**src/rtl/core/sfr_pkg.sv**
```systemverilog
// ---------------------------------------------------------------------------
// sfr_pkg: shared types and CRC helpers for the sync frame receiver
// Holds the sync word, the CRC-16 constants, the byte-wide CRC step and the
// result record that moves from the frame parser to the output buffer.
// ---------------------------------------------------------------------------
package sfr_pkg;

  // Sync bytes on the wire: low byte first (0xCA, then 0xFE)
  localparam logic [15:0] SYNC_WORD = 16'hFECA;
  localparam logic [15:0] CRC_INIT  = 16'hFFFF;
  localparam logic [15:0] CRC_POLY  = 16'hA001;
  localparam logic [7:0]  BYTE_MASK = 8'hFF;

  typedef struct packed {
    logic       is_end;
    logic [7:0] payload_byte;
    logic [7:0] byte_index;
    logic       crc_ok;
    logic [7:0] payload_length;
  } sfr_res_t;

  // One reflected CRC-16 step over a full byte, LSB first
  function automatic logic [15:0] crc_byte(input logic [15:0] crc_in,
                                           input logic [7:0]  data);
    logic [15:0] c;
    c = crc_in ^ {8'h00, data};
    for (int k = 0; k < 8; k++) begin
      if (c[0]) begin
        c = (c >> 1) ^ CRC_POLY;
      end else begin
        c = c >> 1;
      end
    end
    return c;
  endfunction

  // CRC state after the two sync bytes; folds to a constant
  localparam logic [15:0] CRC_SYNC =
    crc_byte(crc_byte(CRC_INIT, SYNC_WORD[7:0]), SYNC_WORD[15:8]);

  // CRC state after sync bytes and the device id (low byte first)
  function automatic logic [15:0] crc_hdr(input logic [15:0] dev_id);
    return crc_byte(crc_byte(CRC_SYNC, dev_id[7:0]), dev_id[15:8]);
  endfunction

endpackage

```
**src/rtl/core/sfr_frame.sv**
```systemverilog
// ---------------------------------------------------------------------------
// sfr_frame: header hunt, payload tracking and running CRC
// Slides a four-byte window to find the sync/id header, then counts the
// payload and CRC bytes; one result per payload byte and one at frame end.
// ---------------------------------------------------------------------------
module sfr_frame
  import sfr_pkg::*;
(
  input  logic        clk,
  input  logic        rst_n,
  input  logic        cfg_we,
  input  logic [15:0] cfg_data,
  input  logic        beat_vld,
  input  logic [7:0]  beat_byte,
  output logic        res_vld,
  output sfr_res_t    res
);

  logic        receiving_r, receiving_nxt;
  logic [31:0] recent_r;
  logic [8:0]  bytes_left_r, bytes_left_nxt;
  logic [15:0] crc_r, crc_nxt;
  logic [7:0]  crc_lo_r, crc_lo_nxt;
  logic [7:0]  frame_len_r, frame_len_nxt;
  logic [7:0]  idx_r, idx_nxt;
  logic [15:0] dev_id_r;
  logic [15:0] hdr_crc_r;
  logic        hdr_hit;

  assign hdr_hit = (recent_r[31:24] == SYNC_WORD[7:0]) &&
                   (recent_r[23:16] == SYNC_WORD[15:8]) &&
                   ({recent_r[7:0], recent_r[15:8]} == dev_id_r);

  always_comb begin
    receiving_nxt  = receiving_r;
    bytes_left_nxt = bytes_left_r;
    crc_nxt        = crc_r;
    crc_lo_nxt     = crc_lo_r;
    frame_len_nxt  = frame_len_r;
    idx_nxt        = idx_r;
    res_vld        = 1'b0;
    res            = '0;
    if (beat_vld) begin
      if (!receiving_r) begin
        if (hdr_hit) begin
          crc_nxt        = crc_byte(hdr_crc_r, beat_byte);
          frame_len_nxt  = beat_byte;
          bytes_left_nxt = {1'b0, beat_byte} + 9'd2;
          idx_nxt        = 8'd0;
          receiving_nxt  = 1'b1;
        end
      end else if (bytes_left_r > 9'd2) begin
        crc_nxt            = crc_byte(crc_r, beat_byte);
        bytes_left_nxt     = bytes_left_r - 9'd1;
        idx_nxt            = idx_r + 8'd1;
        res_vld            = 1'b1;
        res.payload_byte   = beat_byte;
        res.byte_index     = idx_r;
      end else if (bytes_left_r == 9'd2) begin
        crc_lo_nxt     = beat_byte;
        bytes_left_nxt = 9'd1;
      end else begin
        // last CRC byte closes the frame
        res_vld            = 1'b1;
        res.is_end         = 1'b1;
        res.crc_ok         = ({beat_byte, crc_lo_r} == crc_r);
        res.payload_length = frame_len_r & BYTE_MASK;
        bytes_left_nxt     = 9'd0;
        receiving_nxt      = 1'b0;
      end
    end
  end

  always_ff @(posedge clk) begin
    if (!rst_n) begin
      receiving_r  <= 1'b0;
      recent_r     <= '0;
      bytes_left_r <= '0;
      crc_r        <= CRC_INIT;
      crc_lo_r     <= '0;
      frame_len_r  <= '0;
      idx_r        <= '0;
      dev_id_r     <= '0;
      hdr_crc_r    <= crc_hdr(16'h0000);
    end else begin
      if (beat_vld) begin
        recent_r <= {recent_r[23:0], beat_byte};
      end
      receiving_r  <= receiving_nxt;
      bytes_left_r <= bytes_left_nxt;
      crc_r        <= crc_nxt;
      crc_lo_r     <= crc_lo_nxt;
      frame_len_r  <= frame_len_nxt;
      idx_r        <= idx_nxt;
      // precompute the header CRC so the hunt needs a single byte step
      if (cfg_we) begin
        dev_id_r  <= cfg_data;
        hdr_crc_r <= crc_hdr(cfg_data);
      end
    end
  end

  a_idle_no_count: assert property (@(posedge clk) disable iff (!rst_n)
    !receiving_r |-> (bytes_left_r == 9'd0))
    else $error("byte count left over while hunting");

  a_rx_count_range: assert property (@(posedge clk) disable iff (!rst_n)
    receiving_r |-> (bytes_left_r != 9'd0) && (bytes_left_r <= 9'd257))
    else $error("byte count out of range in a frame");

  a_res_in_frame: assert property (@(posedge clk) disable iff (!rst_n)
    res_vld |-> receiving_r && beat_vld)
    else $error("result produced outside a frame");

  a_idx_tracks: assert property (@(posedge clk) disable iff (!rst_n)
    (receiving_r && bytes_left_r > 9'd2) |->
      ({1'b0, idx_r} + bytes_left_r == {1'b0, frame_len_r} + 9'd2))
    else $error("payload index out of step with byte count");

endmodule

```
**src/rtl/core/sfr_outq.sv**
```systemverilog
// ---------------------------------------------------------------------------
// sfr_outq: two-entry result buffer
// Output register plus a skid entry, so an input beat is taken while a
// finished result still waits on a stalled output.
// ---------------------------------------------------------------------------
module sfr_outq
  import sfr_pkg::*;
(
  input  logic     clk,
  input  logic     rst_n,
  input  logic     push,
  input  sfr_res_t push_res,
  input  logic     out_stall,
  output logic     out_valid,
  output sfr_res_t out_res,
  output logic     full
);

  logic     out_vld_r;
  logic     skid_vld_r;
  sfr_res_t out_res_r;
  sfr_res_t skid_res_r;
  logic     take;

  assign take = out_vld_r && !out_stall;

  always_ff @(posedge clk) begin
    if (!rst_n) begin
      out_vld_r  <= 1'b0;
      skid_vld_r <= 1'b0;
    end else if (skid_vld_r) begin
      // drain the skid entry first; input is held off meanwhile
      if (take) begin
        skid_vld_r <= 1'b0;
      end
    end else if (!out_vld_r || take) begin
      out_vld_r <= push;
    end else if (push) begin
      skid_vld_r <= 1'b1;
    end
  end

  always_ff @(posedge clk) begin
    if (skid_vld_r) begin
      if (take) begin
        out_res_r <= skid_res_r;
      end
    end else if (!out_vld_r || take) begin
      out_res_r <= push_res;
    end else if (push) begin
      skid_res_r <= push_res;
    end
  end

  assign out_valid = out_vld_r;
  assign out_res   = out_res_r;
  assign full      = skid_vld_r;

  a_skid_behind_out: assert property (@(posedge clk) disable iff (!rst_n)
    skid_vld_r |-> out_vld_r)
    else $error("skid entry valid with empty output register");

  a_no_push_full: assert property (@(posedge clk) disable iff (!rst_n)
    skid_vld_r |-> !push)
    else $error("result pushed into a full buffer");

  a_skid_drain: assert property (@(posedge clk) disable iff (!rst_n)
    (skid_vld_r && take) |=> out_vld_r && !skid_vld_r)
    else $error("skid entry lost on drain");

endmodule

```
**src/rtl/core/sync_frame_receiver_crc16.sv**
```systemverilog
// ---------------------------------------------------------------------------
// sync_frame_receiver_crc16: sync-word frame receiver with CRC-16 check
// Hunts for 0xCA 0xFE + device id + length, emits each payload byte with
// its index and ends each frame with a CRC-16 (0xA001 reflected) verdict.
//
//   channel | direction | handshake            | payload
//   in_     | input     | in_valid / in_stall   | in_rx_byte
//   out_    | output    | out_valid / out_stall | is_end, payload_byte,
//           |           |                       | byte_index, crc_ok,
//           |           |                       | payload_length
//   cfg_    | input     | cfg_we                | cfg_data (device id)
//
// One beat per cycle while in_stall is low: parse and CRC step are
// combinational (one byte-wide CRC step) and registered in the output buffer.
// Synchronous active-low reset; no clearing pass, ready right after reset.
// A two-entry output buffer stalls input only when both entries hold results.
// ---------------------------------------------------------------------------
module sync_frame_receiver_crc16
  import sfr_pkg::*;
(
  input  logic        clk,
  input  logic        rst_n,
  input  logic        cfg_we,
  input  logic [15:0] cfg_data,
  input  logic        in_valid,
  output logic        in_stall,
  input  logic [7:0]  in_rx_byte,
  output logic        out_valid,
  input  logic        out_stall,
  output logic        out_is_end,
  output logic [7:0]  out_payload_byte,
  output logic [7:0]  out_byte_index,
  output logic        out_crc_ok,
  output logic [7:0]  out_payload_length
);

  logic     beat_vld;
  logic     res_vld;
  sfr_res_t res;
  sfr_res_t out_res;
  logic     q_full;

  assign in_stall = q_full;
  assign beat_vld = in_valid && !q_full;

  sfr_frame u_frame (
    .clk       (clk),
    .rst_n     (rst_n),
    .cfg_we    (cfg_we),
    .cfg_data  (cfg_data),
    .beat_vld  (beat_vld),
    .beat_byte (in_rx_byte),
    .res_vld   (res_vld),
    .res       (res)
  );

  sfr_outq u_outq (
    .clk       (clk),
    .rst_n     (rst_n),
    .push      (res_vld),
    .push_res  (res),
    .out_stall (out_stall),
    .out_valid (out_valid),
    .out_res   (out_res),
    .full      (q_full)
  );

  assign out_is_end         = out_res.is_end;
  assign out_payload_byte   = out_res.payload_byte;
  assign out_byte_index     = out_res.byte_index;
  assign out_crc_ok         = out_res.crc_ok;
  assign out_payload_length = out_res.payload_length;

endmodule
```
**config.mk**
```make
export PLATFORM = sky130hd
export DESIGN_NAME = sync_frame_receiver_crc16
export DESIGN_NICKNAME = d
export VERILOG_FILES = /design/src/rtl/core/sfr_pkg.sv /design/src/rtl/core/sfr_frame.sv /design/src/rtl/core/sfr_outq.sv /design/src/rtl/core/sync_frame_receiver_crc16.sv
export SDC_FILE = /design/constraint.sdc
export NUM_CORES = 1
export LEC_CHECK = 0
export BUFFER_PORTS_ARGS = -buffer_cell sky130_fd_sc_hd__clkbuf_2
export CAP_MARGIN = 30
export CORE_ASPECT_RATIO = 1.1
export CORE_MARGIN = 2
export CORE_UTILIZATION = 55
export DETAILED_ROUTE_END_ITERATION = 8
export HOLD_SLACK_MARGIN = 0.02
export PLACE_DENSITY = 0.75
export SYNTH_ARGS = -nofsm -noshare
export SYNTH_HDL_FRONTEND = slang
export SYNTH_SLANG_ARGS = --single-unit
```
**constraint.sdc**
```tcl
create_clock -name clk -period 5.3 [get_ports clk]
set_clock_uncertainty 0.2 [all_clocks]
set_input_delay 1.06 -clock clk [delete_from_list [all_inputs] [get_ports clk]]
set_output_delay 1.06 -clock clk [all_outputs]
set_load 0.05 [all_outputs]
```
# Yosys cells after proc, flatten, opt, wreduce, memory -nomap -nowiden

Cells that the tools add are included.

Shift operators: 0
Div/mod/pow operators: 0
Muxes and demuxes: 135
$add $sub $neg: 3
Equality and inequality tests: 7
Multipliers: 0
Bitwise operators: 40
Magnitude comparators: 1
Reductions and logical operators: 17

Operators with widths:

| cell                | number |
|---|---|
| $mux 16             | 108 |
| $mux 26             | 5 |
| $not 2->3           | 31 |
| $xor 16x8->16       | 3 |
| $mux 9              | 5 |
| $eq 16x16->1        | 2 |
| $mux 8              | 3 |
| $eq 8x8->1 const B  | 2 |
| $mux 1              | 14 |
| $add 8x2->9 const B | 1 |
| $eq 9x2->1 const B  | 1 |
| $gt 9x2->1 const B  | 1 |
| $reduce_and 3->1    | 3 |
| $sub 9x1->9 const B | 1 |
| $add 8x1->8 const B | 1 |
| $not 5->7           | 1 |
| $reduce_and 2->1    | 3 |
| $logic_and 1x1->1   | 4 |
| $ne 2x2->1 const B  | 2 |
| $not 1->1           | 4 |
| $reduce_and 4->1    | 1 |
| $reduce_bool 2->1   | 2 |
| $logic_not 1->1     | 3 |
| $not 1->3           | 1 |
| $logic_or 1x1->1    | 1 |

Latch bits: 0
Word-level logic and storage cells: 224
Flip-flop bits (word level): 168
RAM bits: 0
ROM bits: 0
Input bits: 29
Memories kept: 0
Output and inout bits: 28

# Longest topological paths before layout

Gate-level depths: netlist (run 1).

Word-level depth: 64
Depth in mapped cells: 9

# Hierarchy

Synthesis (run 1) repeated with hierarchy kept, for this count alone.

Cells, all modules: 767
Area total of the unflattened synthesis: 8341.8 um2

Modules (own cells, without submodules):

| module                    | times used | area each (um2) | sequential area each (um2) | cells each |
|---|---|---|---|---|
| sfr_frame                 | 1          | 6223.5          | 2282.2                     | 674 |
| sfr_outq                  | 1          | 2104.5          | 1601.5                     | 92 |
| sync_frame_receiver_crc16 | 1          | 13.8            | 0.0                        | 1 |

# Least setup slack after synthesis (run 1)

Ideal clock, no wire load.

Kind: in2reg
From: input port out_stall
To: register u_outq.out_res_r (netlist bit u_outq.out_res[0]), enable pin
Data arrival time: 2.473 ns
Stages: 1
Path buffers: 0
Setup slack: 2.205 ns
Library setup time: 0.422 ns
Required time: 4.678 ns
Cell sequence: mux2i_1

Longest elaborated chain between the ends: 5
Elaborated cells on any way between the ends: 6
Classes of those cells: 1 x eq/ne; 5 x reduce/logical

Ends and longest elaborated chain:

| item                           | RTL line                        | text |
|---|---|---|
| start, declared                | sync_frame_receiver_crc16.sv:29 | `input logic out_stall,` |
| $logic_not 1->1 (*)            | sfr_outq.sv:25                  | `assign take = out_vld_r && !out_stall;` |
| $logic_and 1x1->1 (*)          | sfr_outq.sv:25                  |  |
| $logic_or 1x1->1               | sfr_outq.sv:48                  | `end else if (!out_vld_r \|\| take) begin` |
| $reduce_bool 2->1 (no line)    | n/a                             |  |
| $reduce_and 2->1 (no line) (*) | n/a                             |  |
| end signal, assigned           | sfr_outq.sv:46                  | `out_res_r <= skid_res_r;` |
| end signal, assigned           | sfr_outq.sv:49                  | `out_res_r <= push_res;` |
| end, declared                  | sfr_outq.sv:21                  | `sfr_res_t out_res_r;` |

Every way passes the cells marked *; elsewhere a longest branch is shown, timed or not.
A chain may end at the register's enable or synchronous reset.

# Worst setup path in the final report (run 1)

From: input port in_valid
To: register u_frame.idx_r[5]

Longest elaborated chain between the ends: 2

Ends and longest elaborated chain:

| item                       | RTL line                        | text |
|---|---|---|
| start, declared            | sync_frame_receiver_crc16.sv:25 | `input logic in_valid,` |
| $logic_and 1x1->1          | sync_frame_receiver_crc16.sv:44 | `assign beat_vld = in_valid && !q_full;` |
| $reduce_and 3->1 (no line) | n/a                             |  |
| end signal, assigned       | sfr_frame.sv:94                 | `idx_r <= idx_nxt;` |
| end, declared              | sfr_frame.sv:25                 | `logic [7:0] idx_r, idx_nxt;` |

No other way between the ends.

==> summary.md, run 1 <==
| Metric | Value |
|---|---|
| Run status | completed |
| Top-Level Pins | 57 |
| Iteration-0 DRC Markers | 421 |
| Initial Util | 0.555 |
| Worst-path cell chain | clkbuf_2 -> nor2b_2 -> buf_4 -> nand2_1 -> a21oi_2 -> nor2_2 -> buf_8 -> or4_1 -> a21oi_1 |
| Ant. Diodes | 0 |
| CORE AREA | 14300 sq um |
| Area growth syn-to-layout | 13.3% |
| Family with the most delay on the worst path | simple AND/OR/NAND/NOR gates |
| Final WL | 17400 um |
| Final setup vio count | 0 |
| PortBufs | 56 |
| Leak | 3.62 nW |
| Postcts setup bufs | 0 |
| CTS Root Cell | clkbuf_16 |
| Synth Register Bits | 168 |
| CP max FO | 37 |
| Share of post-route cells with drive strength above 1 | 0.123 |
| Syn Area/Cell | 9.72 sq um |
| EDFF count, synth | 52 |
| Avg Vias per Cell | 5.49 |
| Synth Instances | 815 |
| Largest net degree at the start of global routing | 70 |
| Vias in the first global route | 5556 |
| Sum Neg Setup Slack | 0 ns |
| Clock transition at path regs | 0.06 ns |
| Worst slew pin tran | 0.921 ns |
| Dpl cell area | 8330 sq um |
| Remaining global-route overflow | 0 |
| Tmin final | 3.15 ns |
| Synth warn | 0 |
| CTS tree | done |
| Die H | 130 um |
| Compound-gate portion of the synthesized area | 0.138 |
| Vias | 5782 |
| Die W | 118 um |
| Final hold violation count | 0 |
| Critical path's largest stage delay | 0.55 ns |
| Commonest non-fill, non-tap cell in the layout | nand2_1 |
| CP bufs+invs | 3 |
| Rows | 46 |
| Initial antenna violation count | 0 |
| Synth async-reset ratio | 0 |
| CP arrival | 3.31 ns |
| First-pass GRT wire length | 28200 um |
| DRC viols | 0 |
| RSZ-0062 raised after global routing | false |
| P per Cell Area | 330 nW/um^2 |
| Ys flop type | dfxtp_1 |
| First drt pass iteration count | 5 |
| GR Util met2 | 0.388 |
| Slowest CP cell | a21oi_2 |
| Worst-case vdd ir drop | 0.219 mV |
| R2R setup slack | 2.34 ns |
| Distinct cells, synth | 48 |
| GPL Wtd Cong | 0.836 |
| Final period utilization | 0.594 |
| Post-Synth Adder-Cell Area | 0.00632 |
| M1 GR Usage | 0.302 |
| Antenna Violating Nets Remaining | 0 |
| Max-Cap Viols | 0 |
| Setup CP Type | input port to flop |
| Critical path data required time | 5.46 ns |
| Post-CTS Resized | 0 |
| Most frequent cells in the layout | 142 x nand2_1, 116 x dfxtp_1, 66 x xnor2_1 |
| Rel. slew slack | 0.373 |
| Top Usage Layer GRT | met2 |
| Fin nets | 881 |
| Drt wl/cell | 16.5 um |
| HP Class | flop to flop |
| Synthesized cell area | 7920 sq um |
| Post-synthesis sequential area ratio | 0.490 |
| Hold buffers post-CTS | 0 |
| Multiplexer area fraction after synthesis | 0.0291 |
| Area contributors post-synth | dfxtp_1 29%, edfxtp_1 20%, xnor2_1 7.3% |
| Clock tree buffer depth | 2 |
| Largest family of logic cells by synthesized area | simple AND/OR/NAND/NOR gates |
| Design Area, Final | 8980 sq um |
| Full die area | 15400 sq um |
| H-tree Lvls | 4 |
| GRT Total Usage | 0.233 |
| Synth Area in XOR/XNOR | 0.130 |
| Crit path capture type | flop |
| Critical path launch point type | input port |
| CTS buffer count | 17 |
| Fmax | 0.318 GHz |
| Simple-Gate Fraction of Synth Area | 0.177 |
| CTS Sinks | 168 |
| Max Slew Vio Count | 0 |
| Share of the synthesized area in the top cell type | 0.293 |
| DP HPWL | 11900 um |
| Leading area contributor after synthesis | dfxtp_1 |
| Worst skew pair latency | 0.44 ns |
| Met3 usage | 0.0450 |
| Syn Nets | 848 |
==> logic make-up (layout without fill, tap and decap cells) <==
kind of cell | count (synthesis) | in the layout
AO/OA/AOI/OAI | 156 | 156
XOR/XNOR | 114 | 114
buffers and inverters | 56 | 102
AND/OR/NAND/NOR | 294 | 294
adder cells (fa/ha/maj) | 4 | 4
multiplexers | 23 | 23
flip-flops | 168 | 168
==> registers in the layout, indices dropped and copies added (netlist names) <==
register              count
u_frame.idx_r             8
u_outq.full               1
u_frame.hdr_crc_r        16
u_frame.crc_lo_r          8
u_frame.dev_id_r         16
u_frame.frame_len_r       8
u_frame.recent_r         32
u_frame.receiving_r       1
u_outq.skid_res_r        26
u_frame.crc_r            16
u_frame.bytes_left_r      9
u_outq.out_res           26
u_outq.out_valid          1
==> worst paths after layout <==
| kind | from | end | cells past startpoint |
|---|---|---|---|
| worst max-delay path | in_valid | u_frame.idx_r[5]$_SDFFE_PN0P_ | 9 |
| worst min-delay path | u_frame.frame_len_r[3]$_SDFFE_PN0P_ | u_frame.frame_len_r[3]$_SDFFE_PN0P_ | 2 |
| worst max register to register | u_frame.dev_id_r[0]$_SDFFE_PN0P_ | u_frame.idx_r[5]$_SDFFE_PN0P_ | 8 |
| worst min register to register | u_frame.frame_len_r[3]$_SDFFE_PN0P_ | u_frame.frame_len_r[3]$_SDFFE_PN0P_ | 2 |
==> layout make-up <==
class,instances,area [sq um]
clock inverter,12,135
multi-input combinational,591,3830
clock buffer,20,478
fill,1203,5300
sequential,168,3880
tap,192,240
inverter,4,15.0
timing repair buffer,66,395
==> worst register-to-register path: cells and delay by family (launching register included) <==
family,cells,cell delay (ns)
xor+xnor,1,0.16
flops,1,0.32
simple gates,5,1.87
buf+inv,1,0.19
compound gates,1,0.15
==> report_power, final <==
part	switching, mW	internal, mW	total, mW
Clock	0.526	0.752	1.28
Sequential	0.0251	1.35	1.37
Combinational	0.168	0.149	0.317
Total	0.719	2.25	2.96
==> through the flow <==
step | total power [mW] | std cells | hold slack, ns | setup WS [ns] | utilization
floorplan | 1.64 | 815 | 0.236 | 2.20 | -
global placement | 1.70 | 1018 | 0.249 | 1.70 | 0.582
detailed placement | 1.71 | 1019 | 0.255 | 1.55 | 0.584
CTS | 2.98 | 1051 | 0.262 | 2.00 | 0.627
global route | 3.07 | 1053 | 0.285 | 1.94 | 0.629
finish | 2.96 | 1053 | 0.259 | 2.15 | 0.629
==> layer usage <==
layer / vias to the layer above / share of wire
met3: 27 / 0.041
met1: 2749 / 0.46
met2: 147 / 0.48
met5: - / 0
li1: 2859 / -
met4: 0 / 0.020
==> cell usage after synthesis, drive strengths merged (5+ instances only) <==
master	instances
nor2b	31
xor2	45
nor2	36
mux2i	23
a211oi	7
clkbuf	38
nand2	142
or3	5
buf	14
dfxtp	116
o211ai	6
nand3	14
a21o	26
and2	24
o21ai	26
xnor2	67
a21oi	16
o211a	7
nor4	10
a21boi	54
edfxtp	52
nand4	13
No activity file was read; power rests on OpenSTA's default activity.
==> inputs of run 2 (changes only) <==
CORE_UTILIZATION = 54   (was 55)
PLACE_DENSITY = 0.76   (was 0.75)
clock period = 2.8 ns   (was 5.3 ns; I/O delays follow)
==> run 2 against run 1 <==
- sequential cell count is the same
- setup slack lost 1.8 ns
- register-to-register slack got worse by 2.0 ns
- largest cell class unchanged
==> summary.md, run 2 (same netlist as run 1, synthesis figures left out) <==
| Metric | Value |
|---|---|
| Die H | 131 um |
| CTS Sinks | 168 |
| Final period utilization | 0.870 |
| Avg Vias per Cell | 5.43 |
| Sum Neg Setup Slack | 0 ns |
| Initial antenna violation count | 0 |
| P per Cell Area | 610 nW/um^2 |
| Design Area, Final | 9070 sq um |
| Die W | 120 um |
| First-pass GRT wire length | 27700 um |
| Clock tree buffer depth | 2 |
| Switching share of power | 0.237 |
| Post-route total power | 5.54 mW |
| Vias in the first global route | 5549 |
| Iteration-0 DRC Markers | 496 |
| Crit path capture type | flop |
| Largest net degree at the start of global routing | 42 |
| Rows | 46 |
| # fillers | 1237 |
| Max Slew Vio Count | 0 |
| Worst hold slack | 0.243 ns |
| Initial Util | 0.551 |
| Max-Cap Viols | 0 |
| Rel. slew slack | 0.646 |
| Int Power | 4.23 mW |
| Post-CTS Resized | 0 |
| GRT Total Usage | 0.226 |
| CORE AREA | 14400 sq um |
| HP Class | input port to flop |
| Critical path launch point type | flop |
| Worst slew pin tran | 0.529 ns |
| Clock transition at path regs | 0.06 ns |
| Commonest non-fill, non-tap cell in the layout | nand2_1 |
| Fmax | 0.410 GHz |
| CP max FO | 9 |
| Reg with most FFs | u_frame.recent_r |
| Final setup vio count | 0 |
| RSZ-0062 raised after global routing | false |
| Hold buffers post-CTS | 0 |
| Tmin final | 2.44 ns |
| Final hold violation count | 0 |
| Inst Count DP | 1039 |
| Full die area | 15700 sq um |
| Postcts setup bufs | 0 |
| Slowest CP cell | or3_1 |
| Final WL | 17200 um |
| Antenna Violating Nets Remaining | 0 |
| Area growth syn-to-layout | 14.5% |
| Max FFs per register | 32 |
| Ant. Diodes | 0 |
| Gate power share | 0.108 |
| CP arrival | 2.59 ns |
| Switch Pwr | 1.31 mW |
| Worst-path cell chain | xor2_1 -> nor4_1 -> nand4_1 -> or3_1 -> nand2_1 -> nor2_1 -> o21ai_0 |
| Dpl cell area | 8470 sq um |
| CTS Root Cell | clkbuf_16 |
| CTS buffer count | 17 |
| Top-Level Pins | 57 |
| Critical path's largest stage delay | 0.56 ns |
| Remaining global-route overflow | 0 |
| First drt pass iteration count | 5 |
| Most frequent cells in the layout | 142 x nand2_1, 116 x dfxtp_1, 66 x xnor2_1 |
| Run status | completed |
| Flop pwr share | 0.469 |
| Leak | 3.70 nW |
| PortBufs | 56 |
| Clk pwr share | 0.423 |
| Vias | 5811 |
| DRC viols | 0 |
| Layout Cells excl Fill | 1071 |
| Critical path data required time | 2.95 ns |
| H-tree Lvls | 4 |
| Drt wl/cell | 16.0 um |
| CTS tree | done |
| GPL Wtd Cong | 0.889 |
| Worst-case vdd ir drop | 0.352 mV |
| Share of post-route cells with drive strength above 1 | 0.141 |
| DP HPWL | 11800 um |
| Worst skew pair latency | 0.43 ns |
| Setup CP Type | flop to flop |
| Fin nets | 899 |
run 2: final timing paths:
check	from	end	slack (ns)	cells after the start
hold reg to reg	u_frame.frame_len_r[3]$_SDFFE_PN0P_	u_frame.frame_len_r[3]$_SDFFE_PN0P_	0.26	2
setup / recovery	u_frame.recent_r[8]$_SDFFE_PN0P_	u_frame.crc_r[5]$_SDFFE_PN1P_	0.36	7
hold / removal	cfg_data[15]	u_frame.dev_id_r[15]$_SDFFE_PN0P_	0.24	3
setup reg to reg	u_frame.recent_r[8]$_SDFFE_PN0P_	u_frame.crc_r[5]$_SDFFE_PN1P_	0.36	7
run 2: layout make-up:
cell class | instances | area [sq um] | share of cell area
flip-flops and latches | 168 | 3880 | 0.428
multi-input cells | 591 | 3830 | 0.422
clock buffers | 23 | 515 | 0.0568
repair buffers | 84 | 503 | 0.0554
well taps | 192 | 240 | 0.0265
clock inverters | 9 | 85.1 | 0.00938
inverters | 4 | 15.0 | 0.00165
run 2: per-stage QoR:
step	setup slack (ns)	util
3_5_place_dp	0.236	0.589
4_1_cts	0.370	0.631
3_3_place_gp	0.279	0.589
6_report	0.363	0.631
5_1_grt	0.110	0.631
2_1_floorplan	0.337	-
run 2: critical path, delay by kind of cell, from the launching register on:
| kind | cells | cell delay (ns) |
|---|---|---|
| flip-flops | 1 | 0.34 |
| XOR/XNOR | 1 | 0.14 |
| AND/OR/NAND/NOR | 5 | 1.49 |
| AO/OA/AOI/OAI | 1 | 0.18 |
run 2: routing by layer:
metal | vias to the layer above | track usage | share of wire
met5 | - | 0 | 0
li1 | 2902 | - | -
met4 | 0 | 0.0934 | 0.028
met3 | 38 | 0.0497 | 0.043
met1 | 2726 | 0.290 | 0.45
met2 | 145 | 0.376 | 0.48
run 2: power by group through the flow:
stage	clock network, mW	registers [mW]	logic [mW]
floorplan	0	2.63	0.468
global placement	0	2.65	0.590
detailed placement	0	2.65	0.597
CTS	2.37	2.60	0.601
global route	2.48	2.60	0.657
finish	2.34	2.60	0.600
